<file path="config.mk">
export PLATFORM = sky130hd
export DESIGN_NAME = morse_character_keyer_flat
export DESIGN_NICKNAME = d
export VERILOG_FILES = /design/src/design/mck_pkg.sv /design/src/design/mck_char_if.sv /design/src/design/mck_seg_if.sv /design/src/design/mck_ctrl.sv /design/src/design/mck_datapath.sv /design/src/design/morse_character_keyer.sv /design/src/flat_wrapper.sv
export SDC_FILE = /design/constraint.sdc
export NUM_CORES = 1
export LEC_CHECK = 0
export ABC_AREA = 1
export BUFFER_PORTS_ARGS = -buffer_cell sky130_fd_sc_hd__buf_2
export CAP_MARGIN = 40
export CELL_PAD_IN_SITES_DETAIL_PLACEMENT = 0
export CELL_PAD_IN_SITES_GLOBAL_PLACEMENT = 2
export CORE_MARGIN = 4
export CORE_UTILIZATION = 34
export CTS_BUF_LIST = sky130_fd_sc_hd__clkbuf_2
export DETAILED_ROUTE_END_ITERATION = 8
export GPL_TIMING_DRIVEN = 1
export PLACE_DENSITY = 0.86
export SYNTH_ARGS = -nofsm -noshare
export SYNTH_HDL_FRONTEND = slang
export SYNTH_HIERARCHICAL = 1
export SYNTH_SLANG_ARGS = --single-unit
export TNS_END_PERCENT = 5
</file>
<file path="constraint.sdc">
create_clock -name clk -period 2 [get_ports clk]
set_input_delay 0.3 -clock clk [delete_from_list [all_inputs] [get_ports clk]]
set_output_delay 0.3 -clock clk [all_outputs]
set_load 0.01 [all_outputs]
</file>
<file path="src/design/mck_pkg.sv">
// Package for the morse character keyer: widths, codes, letter table and
// the command/status structs between controller and datapath. No dependencies.
package mck_pkg;

    localparam int CHAR_W    = 8;
    localparam int UNIT_W    = 4;
    localparam int CFG_IDX_W = 3;
    localparam int CFG_W     = 4;
    localparam int CNT_W     = 3;

    localparam logic [CFG_IDX_W-1:0] CFG_DOT       = 3'd0;
    localparam logic [CFG_IDX_W-1:0] CFG_DASH      = 3'd1;
    localparam logic [CFG_IDX_W-1:0] CFG_SYM_GAP   = 3'd2;
    localparam logic [CFG_IDX_W-1:0] CFG_CHAR_GAP  = 3'd3;
    localparam logic [CFG_IDX_W-1:0] CFG_SPACE     = 3'd4;

    localparam logic [UNIT_W-1:0] DOT_RESET      = 4'd1;
    localparam logic [UNIT_W-1:0] DASH_RESET     = 4'd3;
    localparam logic [UNIT_W-1:0] SYM_GAP_RESET  = 4'd1;
    localparam logic [UNIT_W-1:0] CHAR_GAP_RESET = 4'd3;
    localparam logic [UNIT_W-1:0] SPACE_RESET    = 4'd3;

    localparam logic [CHAR_W-1:0] ASCII_A     = 8'h41;
    localparam logic [CHAR_W-1:0] ASCII_Z     = 8'h5A;
    localparam logic [CHAR_W-1:0] ASCII_SPACE = 8'h20;

    typedef enum logic [1:0] {
        SEG_MARK,
        SEG_SYM_GAP,
        SEG_SPACE,
        SEG_CLOSE
    } seg_kind_t;

    typedef struct packed {
        logic      load;
        logic      emit;
        seg_kind_t kind;
        logic      advance;
    } mck_cmd_t;

    typedef struct packed {
        logic out_free;
        logic sym_pending;
        logic space_pending;
    } mck_status_t;

    // High nibble: symbol count. Low nibble: symbols, first in bit 0, 1 = dash.
    function automatic logic [7:0] letter_code(input logic [4:0] idx);
        logic [7:0] code;
        case (idx)
            5'd0:    code = 8'h22;
            5'd1:    code = 8'h41;
            5'd2:    code = 8'h45;
            5'd3:    code = 8'h31;
            5'd4:    code = 8'h10;
            5'd5:    code = 8'h44;
            5'd6:    code = 8'h33;
            5'd7:    code = 8'h40;
            5'd8:    code = 8'h20;
            5'd9:    code = 8'h4E;
            5'd10:   code = 8'h35;
            5'd11:   code = 8'h42;
            5'd12:   code = 8'h23;
            5'd13:   code = 8'h21;
            5'd14:   code = 8'h37;
            5'd15:   code = 8'h46;
            5'd16:   code = 8'h4B;
            5'd17:   code = 8'h32;
            5'd18:   code = 8'h30;
            5'd19:   code = 8'h11;
            5'd20:   code = 8'h34;
            5'd21:   code = 8'h48;
            5'd22:   code = 8'h36;
            5'd23:   code = 8'h49;
            5'd24:   code = 8'h4D;
            5'd25:   code = 8'h43;
            default: code = 8'h00;
        endcase
        return code;
    endfunction

endpackage

</file>
<file path="src/design/mck_char_if.sv">
// Character input channel: valid/ready handshake with an 8-bit ASCII code.
// Depends on mck_pkg.
interface mck_char_if import mck_pkg::*; ();
    logic              valid;
    logic              ready;
    logic [CHAR_W-1:0] char_code;

    modport source (output valid, output char_code, input ready);
    modport sink   (input valid, input char_code, output ready);
endinterface

</file>
<file path="src/design/mck_seg_if.sv">
// Keying segment output channel: valid/ready handshake with lamp level,
// duration and last-segment flag. Depends on mck_pkg.
interface mck_seg_if import mck_pkg::*; ();
    logic              valid;
    logic              ready;
    logic              lamp_on;
    logic [UNIT_W-1:0] duration_units;
    logic              last_segment;

    modport source (output valid, output lamp_on, output duration_units,
                    output last_segment, input ready);
    modport sink   (input valid, input lamp_on, input duration_units,
                    input last_segment, output ready);
endinterface

</file>
<file path="src/design/mck_ctrl.sv">
// Keyer controller: sequences marks, gaps, space and closing gap.
// Depends on mck_pkg; drives the datapath through mck_cmd_t.
module mck_ctrl import mck_pkg::*; (
    input  logic        clk,
    input  logic        rst_n,
    input  logic        in_valid,
    output logic        in_ready,
    input  mck_status_t status,
    output mck_cmd_t    cmd
);

    typedef enum logic [2:0] {
        ST_IDLE,
        ST_SYM,
        ST_GAP,
        ST_CLOSE
    } state_t;

    state_t state_reg;
    state_t state_next;

    always_comb
    begin
        state_next  = state_reg;
        in_ready    = 1'b0;
        cmd.load    = 1'b0;
        cmd.emit    = 1'b0;
        cmd.kind    = SEG_CLOSE;
        cmd.advance = 1'b0;
        case (state_reg)
            ST_IDLE:
            begin
                in_ready = 1'b1;
                if (in_valid)
                begin
                    cmd.load   = 1'b1;
                    state_next = ST_SYM;
                end
            end
            ST_SYM:
            begin
                if (status.out_free)
                begin
                    cmd.emit = 1'b1;
                    if (status.sym_pending)
                    begin
                        cmd.kind   = SEG_MARK;
                        state_next = ST_GAP;
                    end
                    else if (status.space_pending)
                    begin
                        cmd.kind   = SEG_SPACE;
                        state_next = ST_CLOSE;
                    end
                    else
                    begin
                        cmd.kind   = SEG_CLOSE;
                        state_next = ST_IDLE;
                    end
                end
            end
            ST_GAP:
            begin
                if (status.out_free)
                begin
                    cmd.emit    = 1'b1;
                    cmd.kind    = SEG_SYM_GAP;
                    cmd.advance = 1'b1;
                    state_next  = ST_SYM;
                end
            end
            ST_CLOSE:
            begin
                if (status.out_free)
                begin
                    cmd.emit   = 1'b1;
                    cmd.kind   = SEG_CLOSE;
                    state_next = ST_IDLE;
                end
            end
            default:
            begin
                state_next = ST_IDLE;
            end
        endcase
    end

    always_ff @(posedge clk or negedge rst_n)
    begin
        if (!rst_n)
        begin
            state_reg <= ST_IDLE;
        end
        else
        begin
            state_reg <= state_next;
        end
    end

endmodule

</file>
<file path="src/design/mck_datapath.sv">
// Keyer datapath: timing registers, letter pattern, symbol count and the
// output segment register. Depends on mck_pkg; commanded by mck_ctrl.
module mck_datapath import mck_pkg::*; (
    input  logic                 clk,
    input  logic                 rst_n,
    input  logic [CHAR_W-1:0]    char_code,
    input  logic                 cfg_we,
    input  logic [CFG_IDX_W-1:0] cfg_index,
    input  logic [CFG_W-1:0]     cfg_data,
    input  mck_cmd_t             cmd,
    output mck_status_t          status,
    mck_seg_if.source            seg_out
);

    logic [UNIT_W-1:0] dot_reg, dash_reg, sym_gap_reg, char_gap_reg, space_units_reg;
    logic [CNT_W-1:0]  cnt_reg, cnt_next;
    logic [3:0]        pat_reg, pat_next;
    logic              space_reg, space_next;
    logic              out_valid_reg, out_valid_next;
    logic              lamp_reg, lamp_next;
    logic [UNIT_W-1:0] dur_reg, dur_next;
    logic              last_reg, last_next;

    logic              is_letter;
    logic [4:0]        letter_idx;
    logic [7:0]        code;
    logic [CHAR_W-1:0] char_off;

    assign is_letter  = (char_code >= ASCII_A) && (char_code <= ASCII_Z);
    assign char_off   = char_code - ASCII_A;
    assign letter_idx = char_off[4:0];
    assign code       = letter_code(letter_idx);

    assign status.out_free      = !out_valid_reg || seg_out.ready;
    assign status.sym_pending   = (cnt_reg != '0);
    assign status.space_pending = space_reg;

    assign seg_out.valid          = out_valid_reg;
    assign seg_out.lamp_on        = lamp_reg;
    assign seg_out.duration_units = dur_reg;
    assign seg_out.last_segment   = last_reg;

    always_comb
    begin
        cnt_next       = cnt_reg;
        pat_next       = pat_reg;
        space_next     = space_reg;
        out_valid_next = out_valid_reg;
        lamp_next      = lamp_reg;
        dur_next       = dur_reg;
        last_next      = last_reg;

        if (cmd.load)
        begin
            cnt_next   = is_letter ? code[6:4] : '0;
            pat_next   = code[3:0];
            space_next = (char_code == ASCII_SPACE);
        end
        if (cmd.advance)
        begin
            cnt_next = cnt_reg - 1'b1;
            pat_next = {1'b0, pat_reg[3:1]};
        end
        if (seg_out.ready)
        begin
            out_valid_next = 1'b0;
        end
        if (cmd.emit)
        begin
            out_valid_next = 1'b1;
            case (cmd.kind)
                SEG_MARK:
                begin
                    lamp_next = 1'b1;
                    dur_next  = pat_reg[0] ? dash_reg : dot_reg;
                    last_next = 1'b0;
                end
                SEG_SYM_GAP:
                begin
                    lamp_next = 1'b0;
                    dur_next  = sym_gap_reg;
                    last_next = 1'b0;
                end
                SEG_SPACE:
                begin
                    lamp_next  = 1'b0;
                    dur_next   = space_units_reg;
                    last_next  = 1'b0;
                    space_next = 1'b0;
                end
                default:
                begin
                    lamp_next = 1'b0;
                    dur_next  = char_gap_reg;
                    last_next = 1'b1;
                end
            endcase
        end
    end

    always_ff @(posedge clk or negedge rst_n)
    begin
        if (!rst_n)
        begin
            dot_reg         <= DOT_RESET;
            dash_reg        <= DASH_RESET;
            sym_gap_reg     <= SYM_GAP_RESET;
            char_gap_reg    <= CHAR_GAP_RESET;
            space_units_reg <= SPACE_RESET;
            cnt_reg         <= '0;
            space_reg       <= 1'b0;
            out_valid_reg   <= 1'b0;
            lamp_reg        <= 1'b0;
            dur_reg         <= '0;
            last_reg        <= 1'b0;
        end
        else
        begin
            cnt_reg       <= cnt_next;
            space_reg     <= space_next;
            out_valid_reg <= out_valid_next;
            lamp_reg      <= lamp_next;
            dur_reg       <= dur_next;
            last_reg      <= last_next;
            if (cfg_we)
            begin
                case (cfg_index)
                    CFG_DOT:      dot_reg         <= cfg_data;
                    CFG_DASH:     dash_reg        <= cfg_data;
                    CFG_SYM_GAP:  sym_gap_reg     <= cfg_data;
                    CFG_CHAR_GAP: char_gap_reg    <= cfg_data;
                    CFG_SPACE:    space_units_reg <= cfg_data;
                    default:      ;
                endcase
            end
        end
    end

    always_ff @(posedge clk)
    begin
        pat_reg <= pat_next;
    end

endmodule

</file>
<file path="src/design/morse_character_keyer.sv">
// Morse character keyer top level: controller plus datapath.
// Depends on mck_pkg, mck_char_if, mck_seg_if, mck_ctrl, mck_datapath.
//
// Usage:
//   char_in  - one ASCII code per transfer. Capitals A-Z are keyed as
//              mark/symbol-gap pairs, space as one dark space segment.
//   seg_out  - one keying segment per transfer: lamp level, duration in
//              time units, and last_segment on the closing character gap.
//   cfg_*    - register write port: 0 dot, 1 dash, 2 symbol gap,
//              3 character gap, 4 space. Write only while idle.
// Throughput: one segment per cycle when seg_out is ready; a character
//   of n segments (1 to 9) occupies the controller for its n segments
//   plus the character load. The next character is taken once the
//   closing gap sits in the output register.
// Order: the first segment is registered after the pattern load.
// Reset: registers return to 1/3/1/3/3, no segment pending, ready high.
// Stall: a held seg_out stalls the sequencer; the segment register holds.
module morse_character_keyer import mck_pkg::*; (
    input  logic                 clk,
    input  logic                 rst_n,
    mck_char_if.sink             char_in,
    mck_seg_if.source            seg_out,
    input  logic                 cfg_we,
    input  logic [CFG_IDX_W-1:0] cfg_index,
    input  logic [CFG_W-1:0]     cfg_data
);

    mck_cmd_t    cmd;
    mck_status_t status;

    mck_ctrl u_ctrl (
        .clk      (clk),
        .rst_n    (rst_n),
        .in_valid (char_in.valid),
        .in_ready (char_in.ready),
        .status   (status),
        .cmd      (cmd)
    );

    mck_datapath u_dp (
        .clk       (clk),
        .rst_n     (rst_n),
        .char_code (char_in.char_code),
        .cfg_we    (cfg_we),
        .cfg_index (cfg_index),
        .cfg_data  (cfg_data),
        .cmd       (cmd),
        .status    (status),
        .seg_out   (seg_out)
    );

endmodule

</file>
<file path="src/flat_wrapper.sv">
// flat-port wrapper written by rule: the top's interface ports become plain ports
module morse_character_keyer_flat import mck_pkg::*;
  (clk, rst_n, cfg_we, cfg_index, cfg_data, char_in_valid, char_in_char_code, char_in_ready, seg_out_valid, seg_out_lamp_on, seg_out_duration_units, seg_out_last_segment, seg_out_ready);
  mck_char_if char_in_i ();
  mck_seg_if seg_out_i ();
  input  logic clk;
  input  logic rst_n;
  input  logic cfg_we;
  input  logic [CFG_IDX_W-1:0] cfg_index;
  input  logic [CFG_W-1:0] cfg_data;
  input wire logic [$bits(char_in_i.valid)-1:0] char_in_valid;
  input wire logic [$bits(char_in_i.char_code)-1:0] char_in_char_code;
  output wire logic [$bits(char_in_i.ready)-1:0] char_in_ready;
  output wire logic [$bits(seg_out_i.valid)-1:0] seg_out_valid;
  output wire logic [$bits(seg_out_i.lamp_on)-1:0] seg_out_lamp_on;
  output wire logic [$bits(seg_out_i.duration_units)-1:0] seg_out_duration_units;
  output wire logic [$bits(seg_out_i.last_segment)-1:0] seg_out_last_segment;
  input wire logic [$bits(seg_out_i.ready)-1:0] seg_out_ready;
  assign char_in_i.valid = char_in_valid;
  assign char_in_i.char_code = char_in_char_code;
  assign char_in_ready = char_in_i.ready;
  assign seg_out_valid = seg_out_i.valid;
  assign seg_out_lamp_on = seg_out_i.lamp_on;
  assign seg_out_duration_units = seg_out_i.duration_units;
  assign seg_out_last_segment = seg_out_i.last_segment;
  assign seg_out_i.ready = seg_out_ready;
  morse_character_keyer u_core (.clk(clk), .rst_n(rst_n), .char_in(char_in_i), .seg_out(seg_out_i), .cfg_we(cfg_we), .cfg_index(cfg_index), .cfg_data(cfg_data));
endmodule
</file>
# [Yosys cells after proc, flatten, opt, wreduce, memory -nomap -nowiden]
# Memories as Yosys holds them, arrays and structs flattened.
# Index checks and enable logic that the tools add are counted.
[classes] add_sub_neg=2 order_cmp=2 n_eq_ne=14 mux=31 reduce_logical=16
[op_table] op="$mux W3" n=12
[op_table] op="$eq A3 B2 Y1 const B" n=4
[op_table] op="$mux W1" n=12
[op_table] op="$pmux W3 S4" n=1
[op_table] op="$pmux W4 S3" n=1
[op_table] op="$reduce_and A2 Y1" n=5
[op_table] op="$pmux W3 S3" n=1
[op_table] op="$eq A8 B6 Y1 const B" n=1
[op_table] op="$ge A8 B7 Y1 const B" n=1
[op_table] op="$le A8 B7 Y1 const B" n=1
[op_table] op="$mux W4" n=2
[op_table] op="$eq A3 B1 Y1 const B" n=2
[op_table] op="$logic_not A3 Y1" n=2
[op_table] op="$ne A2 B1 Y1 const B" n=3
[op_table] op="$sub A5 B1 Y5 const B" n=1
[op_table] op="$mux W2" n=2
[op_table] op="$reduce_and A4 Y1" n=1
[op_table] op="$reduce_bool A2 Y1" n=2
[op_table] op="$eq A3 B3 Y1 const B" n=1
[op_table] op="$reduce_bool A3 Y1" n=1
[op_table] op="$reduce_or A3 Y1" n=1
[op_table] op="$sub A3 B1 Y3 const B" n=1
[op_table] op="$eq A2 B1 Y1 const B" n=1
[op_table] op="$eq A2 B2 Y1 const B" n=1
[op_table] op="5 further kinds" n=5
[totals] regBits=38 rom_bits=224 inputBits=20 out_inout_bits=8 elab_cells=80 memories=1
[mem_list] memory="(name not given)" words=32 width=7 rd=1 rd_clocked_by_memory_dff=0 write_ports=0 line="mck_pkg.sv:50" text="case (idx)"

# [Longest topological paths before layout]
[depth] word_depth=7 depth_mapped=15 mapped_depth_nobuf=13

# [Modules after synthesis]
# The synthesis kept the hierarchy.
[by_module_without_submodules] mod="mck_datapath" instances=1 cells_per_inst=278 area_per_inst_um2=2114.5 seq_area_each_um2=895.9
[by_module_without_submodules] mod="mck_ctrl" instances=1 cells_per_inst=28 area_per_inst_um2=167.7 seq_area_each_um2=50.0

# [Worst setup path before layout]
# OpenSTA, ideal clock, no wires.
[synth_path] path_kind="input to register" startpoint="input char_in_char_code[0]" endpoint="register u_core.u_dp.pat_reg[1] (data pin)" setup_time_ps=253 arrival_time_ps=1521 required_ps=1747 setup_slack_ps=226 path_stages=15 path_buffers=2 path_cell_list="clkbuf_2 > inv_2 > ha_1 > inv_1 > nand2_4 > nand2_2 > buf_6 > nand2_1 > nand2_1 > nand2_1 > nand2_1 > nand2_1 > o21ai_1 > nand2_1 > nand2_1"
[synth_between] elab_chain_cells=4
[synth_rtl] item="start: declaration" line="flat_wrapper.sv:12" text="input wire logic [$bits(char_in_i.char_code)-1:0] char_in_char_code;"
[synth_rtl] item="$sub A5 B1 Y5" line="mck_datapath.sv:30" text="assign char_off = char_code - ASCII_A;"
[synth_rtl] item="$mem_v2 Z32 W7"
[synth_rtl] item="$mux W3" line="mck_datapath.sv:53" text="if (cmd.load)"
[synth_rtl] item="$mux W3" line="mck_datapath.sv:59" text="if (cmd.advance)"
[synth_rtl] item="named net u_core.u_dp.pat_next[1]" line="mck_datapath.sv:17" text="logic [3:0] pat_reg, pat_next;"
[synth_rtl] item="end signal: assignment" line="mck_datapath.sv:141" text="pat_reg <= pat_next;"
[synth_rtl] item="end: declaration" line="mck_datapath.sv:17"
# The timed path passes the listed nets, and every way through them passes these cells. The select of a mux whose other input is x is not followed.
# A chain may end at the register's enable or synchronous reset.

==> results.cfg <==
[flow_run]
cap_violations = 0

[route]
wl_met2_um = 2343
route.met3.wl_um = 227
firstDrtPassIters = 6
routed_wl_um = 5548
postRouteAntennaNets = 0
drt_iter0_markers = 86
vias = 2047
drc = 0
met1Wirelength_um = 2905
avgRoutedWirePerCell_um = 13.15
top_layer_used = met4
vias_per_cell = 4.851

[synthesis]
synth_edf_count = 3
synthXorXnorAreaFrac_pct = 0.3838
async_flop_share_pct = 89.19
synthFlopType = dfrtp_1
synthAdderAreaFrac_pct = 5.482
synth.most_common_cell = nand2_1
synth.area.mux_share_pct = 0
ys_ff_latch = 37
synth_common_cells = nand2_1 (90), inv_1 (34), o21ai_0 (32), nand3_1 (28), dfrtp_1 (25)
yosysSeqAreaShare_pct = 41.45
synth_top_area_cell = dfrtp_1
syn_area_um2 = 2282
synth.top_cell.area_share_pct = 27.41
yosys-top-cells-area = dfrtp_1 (27%), nand2_1 (15%), dfstp_2 (9.2%), o21ai_0 (7.0%), nand3_1 (6.1%)
synth_top_family_by_area = simple AND/OR/NAND/NOR gates
yosys_warnings = 6
synth-compound-area-share_pct = 14.58
synth.distinct_cells = 34
synth_nets = 336
synth_simple_gate_area_share_pct = 30.32
syn_avg_cell_area_um2 = 7.458
syn-instance-count = 306

[final_layout]
drive_gt1_share_pct = 20.58
postLayoutCoreUtil_pct = 41.38
fin_area_um2 = 2658
seq_area_um2 = 945.9
fillCellCount = 689
area_growth_syn_to_layout_pct = 16.45
multi_input_area_um2 = 1177
fin_nets = 374
antennaDiodeCount = 0

[clock_network]
cts_tree = built
cts.clk_slew.worst_paths_ps = 220
cts_buffers = 5
cts.sinks = 37
clk_latency_ps = 390
post_cts_buffers = 0
htree_levels = 2
cts-root-buf = clkbuf_2
clk_path_buf_depth = 2

[hold_path]
hp-start = cfg_data[1]
min_to = u_core/u_dp/dash_reg[1]
hold_path_depth = 3
hold_class = in -> reg

[power]
total_power_w = 0.002967
max-vdd-ir-drop_mv = 0.2972
p_leak_nw = 1.358
powerDensity_nw_per_um2 = 1116

[global_routing]
gr-usage-all-layers_pct = 14.47
grt_overflow_total = 0
grt_max_degree = 34
grt_pass1_wl_um = 9591
grt_antenna_before_repair = 0
grt_pass1_vias = 1931

[timing]
hold_ws_ps = 204.9
fin_crit_ps = 1766
fin_worst_skew_ps = 18.40
final-max-slew-violation-count = 0
timing.fmax_ghz = 0.5662
slew_headroom_pct = 50.70
hold_violations = 0
setup_viol = 0
tns_ps = 0
tightest_slew_ps = 739.5
rsz0062_at_grt = false
timing.final.crit_share_pct = 88.30

[setup_path]
cp_common_cell = inv_1
crit_path_end_kind = flop
path_class = reg -> reg
regToRegSetupSlack_ps = 230
cpPeakStageDelay_ps = 420
crit_chain = nand2_1 -> inv_1 -> nor3_2 -> nor2_1 -> inv_1 -> nor2_2 -> buf_4 -> a221oi_1 -> a21oi_1
cp_max_fo = 5
worstPathRequired_ps = 2290
worstPathArrival_ps = 2050
cp-start-kind = flop
ff2ff_path_depth = 9
timing.rr.start = u_core/u_dp/seg_out.valid
critical-path-top-delay-family = simple AND/OR/NAND/NOR gates
crit_slowest_cell = dfrtp_1
path_buf_inv = 3
timing.rr.end = u_core/u_dp/seg_out.duration_units[1]

[placed_design]
post_dp_cell_area_um2 = 2535
place_hpwl_um = 4368
portBuffers = 27
place_congestion = 0.7989

[die]
die_x_um = 89.93
start_util_pct = 35.53
rows = 29
coreArea_um2 = 6422
die_y_um = 89.93
die-area_um2 = 8087
io_pins = 28

[outcome]
status = finished clean
worst register-to-register path, delay by kind of cell, from the launching register on:
| kind | cells | cell delay, ps |
|---|---|---|
| and+or+nand+nor | 4 | 520 |
| DFF | 1 | 420 |
| buffers and inverters | 3 | 380 |
| AOI/OAI and AO/OA | 2 | 340 |
layout by cell type (no fill, tap or decap), types with 3 or more instances in the layout:
master and n:
a21oi_1 7, buf_2 27, buf_4 8, clkbuf_2 5, dfrtp_1 25, dfstp_2 8, edfxtp_1 3, ha_1 10
inv_1 34, inv_2 3, nand2_1 90, nand2_2 6, nand3_1 28, nor2_1 19, nor2_2 3, nor3_1 3
o211ai_1 5, o21ai_0 32, o22ai_1 4
what timing repair did:
item,4_1_cts,5_1_grt
endpoints found under the setup margin,0,2
hold buffers,1,0
endpoints found under the hold margin,25,0
resized for setup,0,4
per-layer routing:
metal | vias up | GRT usage (%)
li1 | 1077 | -
met1 | 924 | 21.41
met2 | 41 | 21.37
met3 | 5 | 2.588
met4 | 0 | 4.592
met5 | - | 0
report_power, final:
part / total [W] / switching, W / leakage, nW / internal (W)
registers: 0.00117 / 0.000156 / 0.434 / 0.00102
logic: 0.00118 / 0.000731 / 0.870 / 0.000450
clock network: 0.000612 / 0.000270 / 0.0536 / 0.000341
final cells by class:
cell class              count  area share [%]
inverters                  37           5.226
clock buffers               5          0.9416
repair buffers             36           7.721
multi-input cells         227           44.30
well taps                  77           3.625
clock inverters             3           2.589
flip-flops and latches     37           35.59
kinds of logic (layout without fill, tap and decap cells):
| logic type | count (synthesis) | count (layout) |
|---|---|---|
| AO/OA/AOI/OAI | 58 | 58 |
| buffers and inverters | 42 | 81 |
| XOR/XNOR | 1 | 1 |
| flip-flops | 37 | 37 |
| AND/OR/NAND/NOR | 158 | 158 |
| adder cells (fa/ha/maj) | 10 | 10 |
worst max path at each step:
stage	end	depth (start not counted)	slack, ps	start
after floorplan	u_core/u_dp/pat_reg[1]	15	230	char_in_char_code[0]
after global placement	u_core/u_dp/pat_reg[0]	12	30	char_in_char_code[1]
after detailed placement	u_core/u_dp/pat_reg[0]	12	30	char_in_char_code[1]
after CTS	u_core/u_dp/seg_out.duration_units[3]	11	240	u_core/u_dp/cnt_reg[0]
after global routing	u_core/u_dp/seg_out.duration_units[1]	9	10	u_core/u_dp/seg_out.valid
final	u_core/u_dp/seg_out.duration_units[1]	9	230	u_core/u_dp/seg_out.valid
stage by stage:
| step | setup slack (ps) | std cells |
|---|---|---|
| 6_report | 233.9 | 422 |
| 5_1_grt | 10.21 | 422 |
| 4_1_cts | 241.3 | 422 |
| 3_5_place_dp | 32.86 | 413 |
| 3_3_place_gp | 27.65 | 413 |
| 2_1_floorplan | 226.4 | 306 |
Note: power is estimated with default switching activity, not from simulation.
